### src/rtl/core/wide_unsigned_alu_320_unit_macros.svh
// assertion macros for the wide unsigned alu
`ifndef WIDE_UNSIGNED_ALU_320_UNIT_MACROS_SVH
`define WIDE_UNSIGNED_ALU_320_UNIT_MACROS_SVH
`ifndef SYNTH
`define WUA_ASSERT(lbl, prop) \
  lbl: assert property (@(posedge clk) disable iff (rst) (prop)) else $error("wua check failed");
`define WUA_ASSERT_RST(lbl, prop) \
  lbl: assert property (@(posedge clk) (prop)) else $error("wua reset check failed");
`else
`define WUA_ASSERT(lbl, prop)
`define WUA_ASSERT_RST(lbl, prop)
`endif
`endif

### src/rtl/core/wua_pkg.sv
// shared constants, operation codes and control struct of the wide unsigned alu
package wua_pkg;
  localparam int LIMB_W         = 64;
  localparam int LIMB_COUNT_DEF = 5;
  localparam int OP_W           = 4;
  localparam int SHIFT_W        = 9;
  localparam int ORD_W          = 2;

  localparam logic [OP_W-1:0] OP_ADD  = 4'd0;
  localparam logic [OP_W-1:0] OP_SUB  = 4'd1;
  localparam logic [OP_W-1:0] OP_MUL  = 4'd2;
  localparam logic [OP_W-1:0] OP_DIV  = 4'd3;
  localparam logic [OP_W-1:0] OP_SHR  = 4'd4;
  localparam logic [OP_W-1:0] OP_SHL  = 4'd5;
  localparam logic [OP_W-1:0] OP_CMP  = 4'd6;
  localparam logic [OP_W-1:0] OP_EQ   = 4'd7;
  localparam logic [OP_W-1:0] OP_ZERO = 4'd8;

  localparam logic [ORD_W-1:0] ORD_EQ   = 2'b00;
  localparam logic [ORD_W-1:0] ORD_GT   = 2'b01;
  localparam logic [ORD_W-1:0] ORD_LT   = 2'b11;

  // control and status that travel with each item down the chain
  typedef struct packed {
    logic             valid;
    logic [OP_W-1:0]  op;
    logic             flag;
    logic [ORD_W-1:0] ord;
  } ctl_t;
endpackage

### src/rtl/core/wua_div_cell.sv
// one restoring division step: shifts one dividend bit into the remainder
module wua_div_cell #(
  parameter int LIMB_COUNT = wua_pkg::LIMB_COUNT_DEF
) (
  input  logic                                  clk,
  input  logic                                  rst,
  input  logic                                  en,
  input  wua_pkg::ctl_t                         ctl_in,
  input  logic [LIMB_COUNT*wua_pkg::LIMB_W-1:0] a_in,
  input  logic [wua_pkg::LIMB_W-1:0]            d_in,
  input  logic [wua_pkg::LIMB_W-1:0]            r_in,
  input  logic [LIMB_COUNT*wua_pkg::LIMB_W-1:0] res_in,
  output wua_pkg::ctl_t                         ctl_out,
  output logic [LIMB_COUNT*wua_pkg::LIMB_W-1:0] a_out,
  output logic [wua_pkg::LIMB_W-1:0]            d_out,
  output logic [wua_pkg::LIMB_W-1:0]            r_out,
  output logic [LIMB_COUNT*wua_pkg::LIMB_W-1:0] res_out
);
  import wua_pkg::*;

  localparam int W = LIMB_COUNT * LIMB_W;

  logic [LIMB_W-1:0] r_sh;
  logic              take;
  logic [W-1:0]      a_next;
  logic [LIMB_W-1:0] r_next;

  // a holds the dividend bits still to come above the quotient bits so far
  assign r_sh = {r_in[LIMB_W-2:0], a_in[W-1]};
  assign take = r_in[LIMB_W-1] | (r_sh >= d_in);

  always_comb begin
    a_next = a_in;
    r_next = r_in;
    if (ctl_in.op == OP_DIV) begin
      a_next = {a_in[W-2:0], take};
      r_next = take ? (r_sh - d_in) : r_sh;
    end
  end

  always_ff @(posedge clk) begin
    if (rst) begin
      ctl_out.valid <= 1'b0;
    end else if (en) begin
      ctl_out.valid <= ctl_in.valid;
    end
    if (en) begin
      ctl_out.op   <= ctl_in.op;
      ctl_out.flag <= ctl_in.flag;
      ctl_out.ord  <= ctl_in.ord;
      a_out        <= a_next;
      d_out        <= d_in;
      r_out        <= r_next;
      res_out      <= res_in;
    end
  end
endmodule

### config.mk
export PLATFORM = sky130hd
export DESIGN_NAME = wua_div_cell
export DESIGN_NICKNAME = d
export VERILOG_FILES = /design/src/rtl/core/wide_unsigned_alu_320_unit_macros.svh /design/src/rtl/core/wua_pkg.sv /design/src/rtl/core/wua_div_cell.sv
export SDC_FILE = /design/constraint.sdc
export NUM_CORES = 1
export LEC_CHECK = 0
export ABC_AREA = 1
export BUFFER_PORTS_ARGS = -buffer_cell sky130_fd_sc_hd__buf_2
export CAP_MARGIN = 10
export CORE_AREA = 2 2 607 609
export DETAILED_ROUTE_END_ITERATION = 10
export DIE_AREA = 0 0 609 611
export SETUP_SLACK_MARGIN = 0.02
export SLEW_MARGIN = 10
export SYNTH_ARGS = -nofsm -noshare
export SYNTH_HDL_FRONTEND = slang
export SYNTH_SLANG_ARGS = --single-unit
### constraint.sdc
create_clock -name clk -period 4.5 [get_ports clk]
set_input_delay 0.9 -clock clk [delete_from_list [all_inputs] [get_ports clk]]
set_output_delay 0.9 -clock clk [all_outputs]
set_load 0.02 [all_outputs]
==> results.cfg <==
[synth]
synth_cell_type_count = 38
synth_edf_count = 775
ys.flop_type = edfxtp_1
async_flop_share_pct = 0
synth.avg_cell_area_sq_um = 9.82
ys_seq_area_share_pct = 66.1
synth_nets = 4431
yosys_warnings = 0
postSynthRegisterBits = 776
synth_area_sq_um = 35200
netlist_instances = 3587

[global_routing]
antenna_found_initial = 271
grt_pass1_wl_mm = 357
gr-usage-all-layers_pct = 15.2
grt_start_max_net_pins = 102
grt_pass1_vias = 30600
grt_overflow = 0

[setup_path]
cp.required_ns = 5.05
arrival_ns = 3.60
end_kind = register
path_cells = buf_2 > inv_1 > ha_1 > fa_1 > inv_1 > nand2_1 > nand2_1 > nand3_2 > nand2_2 > nand2_2 > nand2_4 > nand2_2 > nand3_2 > nand2_4 > nand2_8 > buf_12 > nor2_4 > nand2_1 > nand3_1
crit_slowest_cell = fa_1
worstSetupPathType = input pin to register
critPathBufInv = 4
cp_slowest_stage_delay_ns = 0.42
cp_top_family = simple AND/OR/NAND/NOR gates
worstSetupStartpointType = input pin
critPathMaxFanout = 57

[power_and_ir_drop]
power.density_nw_per_um2 = 408
p_leak_nw = 24.1
ir_worst_vdd_uv = 302

[timing]
min_period_ns = 3.05
finalHoldViolations = 0
finalSetupViolCount = 0
rsz0062_at_grt = false
slew_headroom_pct = 47.4
worst_pin_slew_ns = 0.790
slew_violations = 0
period_share_pct = 67.7
fin_skew_ns = 0
tns_ns = 0
max_freq_mhz = 328

[placed_design]
place_congestion = 0.953
dpl.hpwl_mm = 262
io_buffers = 1554

[status]
status = complete, no violations

[clock_network]
clkTransAtPathRegs_ns = 0.06
cts_max_path_buffers = 4
post_cts_buffers = 0
cts_hold_buf = 0
cts_tree = built
h-tree-depth = 3
clock_latency_ns = 0.75
root_buffer = clkbuf_16
clock-sinks = 776
cts_made_buffers = 106
cts_resized = 0

[detailed_routing]
num_vias = 33000
wirelength_mm = 296
drc = 0
first_pass_iters = 6
detail-route-antenna-nets = 0
via_per_inst = 3.24
wl_per_cell_um = 29.1
drt_iter0_drc = 2968

[floorplanning]
io_pins = 1555
core_sq_um = 365000
start_util_pct = 9.65
die_w_um = 609
die_area_sq_um = 372000
die_height_um = 611
num_rows = 222

[final_layout]
syn_to_final_growth_pct = 49.7
final_core_util_pct = 14.4
drive_gt1_share_pct = 34.4
final_nets = 6029

[worst_hold_path]
hold_path_class = input pin to register

[flow_run]
maxCapViolCount = 0
metal layers:
layer | vias up | share of wire (%) | GRT usage, %
met5 | - | 0.13 | 0.801
met4 | 66 | 5.2 | 6.32
met3 | 666 | 10 | 6.05
met2 | 1841 | 51 | 27.6
met1 | 15600 | 33 | 15.2
li1 | 14800 | - | -
area by class of cell:
class,instances,area (sq um)
inverters,421,1590
diodes,88,220
repair buffers,1590,8260
multi-input cells,2290,9920
clock inverters,71,709
clock buffers,121,2710
well taps,4816,6030
fillers,41800,312000
flip-flops and latches,776,23300
cell usage in the layout, fill, tap and decap left out, types with 2 or more instances in the layout:
master,n
inv_6,7
nand2_4,2
buf_2,1553
nand3_1,120
nor4_1,3
xnor2_1,3
inv_1,396
inv_2,18
nor2_1,102
nor3_1,13
diode_2,88
nand4_1,21
a21oi_2,4
nor2_4,7
clkbuf_16,106
clkinv_2,18
o21ai_0,13
nand2_2,22
nand3_2,4
ha_1,64
inv_8,2
and3_1,2
a21oi_1,38
nand3b_1,17
inv_16,2
nand2_1,1813
clkbuf_1,15
buf_4,20
o21bai_1,2
xor2_1,24
bufinv_16,10
buf_12,16
edfxtp_1,775
clkinv_4,9
clkinvlp_4,3
o21ai_1,4
clkinv_1,26
nor2_2,4
cell families (layout without fill, tap and decap cells):
| logic type | after synthesis | after routing | share of synthesized area (%) |
|---|---|---|---|
| xor+xnor | 27 | 27 | 0.671 |
| simple gates | 2136 | 2136 | 24.2 |
| other cells | 0 | 88 | 0 |
| buf+inv | 521 | 2203 | 5.72 |
| fa+ha+maj | 65 | 65 | 2.33 |
| mux | 1 | 1 | 0.0284 |
| flops | 776 | 776 | 66.1 |
| compound gates | 61 | 61 | 0.923 |
where the power goes:
part	total (W)	internal (W)	switching, W
clock network	0.00860	0.00491	0.00369
registers	0.00887	0.00865	0.000222
logic	0.00405	0.00104	0.00301
total	0.0215	0.0146	0.00693
registers in the layout, summed over array words and instances, names as in the netlist:
register / flops
a_out: 320
res_out: 320
d_out: 64
r_out: 64
ctl_out: 8
cells in the mapped netlist, types with 2 or more instances:
master | instances | area share [%]
buf_4 | 5 | 0.11
nand2_1 | 1813 | 19
nand2_2 | 22 | 0.39
buf_2 | 7 | 0.099
nor2_1 | 102 | 1.1
xnor2_1 | 3 | 0.075
ha_1 | 64 | 2.3
buf_6 | 4 | 0.13
nor2_4 | 7 | 0.22
a21oi_2 | 4 | 0.099
inv_2 | 19 | 0.20
clkinv_1 | 6 | 0.064
nand4_1 | 21 | 0.37
nand3b_1 | 17 | 0.36
edfxtp_1 | 775 | 66
clkbuf_1 | 78 | 0.83
inv_1 | 396 | 4.2
nor2_2 | 4 | 0.071
o21bai_1 | 2 | 0.043
xor2_1 | 24 | 0.60
nand2_4 | 2 | 0.064
a21oi_1 | 38 | 0.54
buf_1 | 6 | 0.064
nand3_2 | 4 | 0.11
and3_1 | 3 | 0.053
nor3_1 | 13 | 0.18
o21ai_1 | 4 | 0.057
nand3_1 | 120 | 1.7
o21ai_0 | 13 | 0.18
nor4_1 | 3 | 0.053
metrics by stage:
stage                     hold WS [ns]  area, sq um  instances  setup WS [ns]  power, W
after global placement           0.522        49100       9893          0.636    0.0131
after CTS                        0.105        52500      10100           1.56    0.0219
after floorplan                  0.579        35200       3587           1.50    0.0107
final                            0.198        52700      10200           1.45    0.0215
after detailed placement         0.518        49100       9893          0.603    0.0131
after global routing             0.142        52700      10200           1.33    0.0224
worst register-to-register path: stages (launching register included):
cell and delay [ns]:
dfxtp_1 0.32, mux2i_1 0.13, nor2_1 0.06
final timing paths:
path	from	slack [ns]	cells past startpoint	endpoint
setup reg to reg	ctl_out[7]$_SDFFE_PP0P_	3.89	2	ctl_out[7]$_SDFFE_PP0P_
setup / recovery	a_in[319]	1.45	19	r_out[9]$_DFFE_PP_
hold reg to reg	ctl_out[7]$_SDFFE_PP0P_	0.54	2	ctl_out[7]$_SDFFE_PP0P_
hold / removal	res_in[165]	0.20	1	res_out[165]$_DFFE_PP_
No activity file was read; power rests on OpenSTA's default activity.
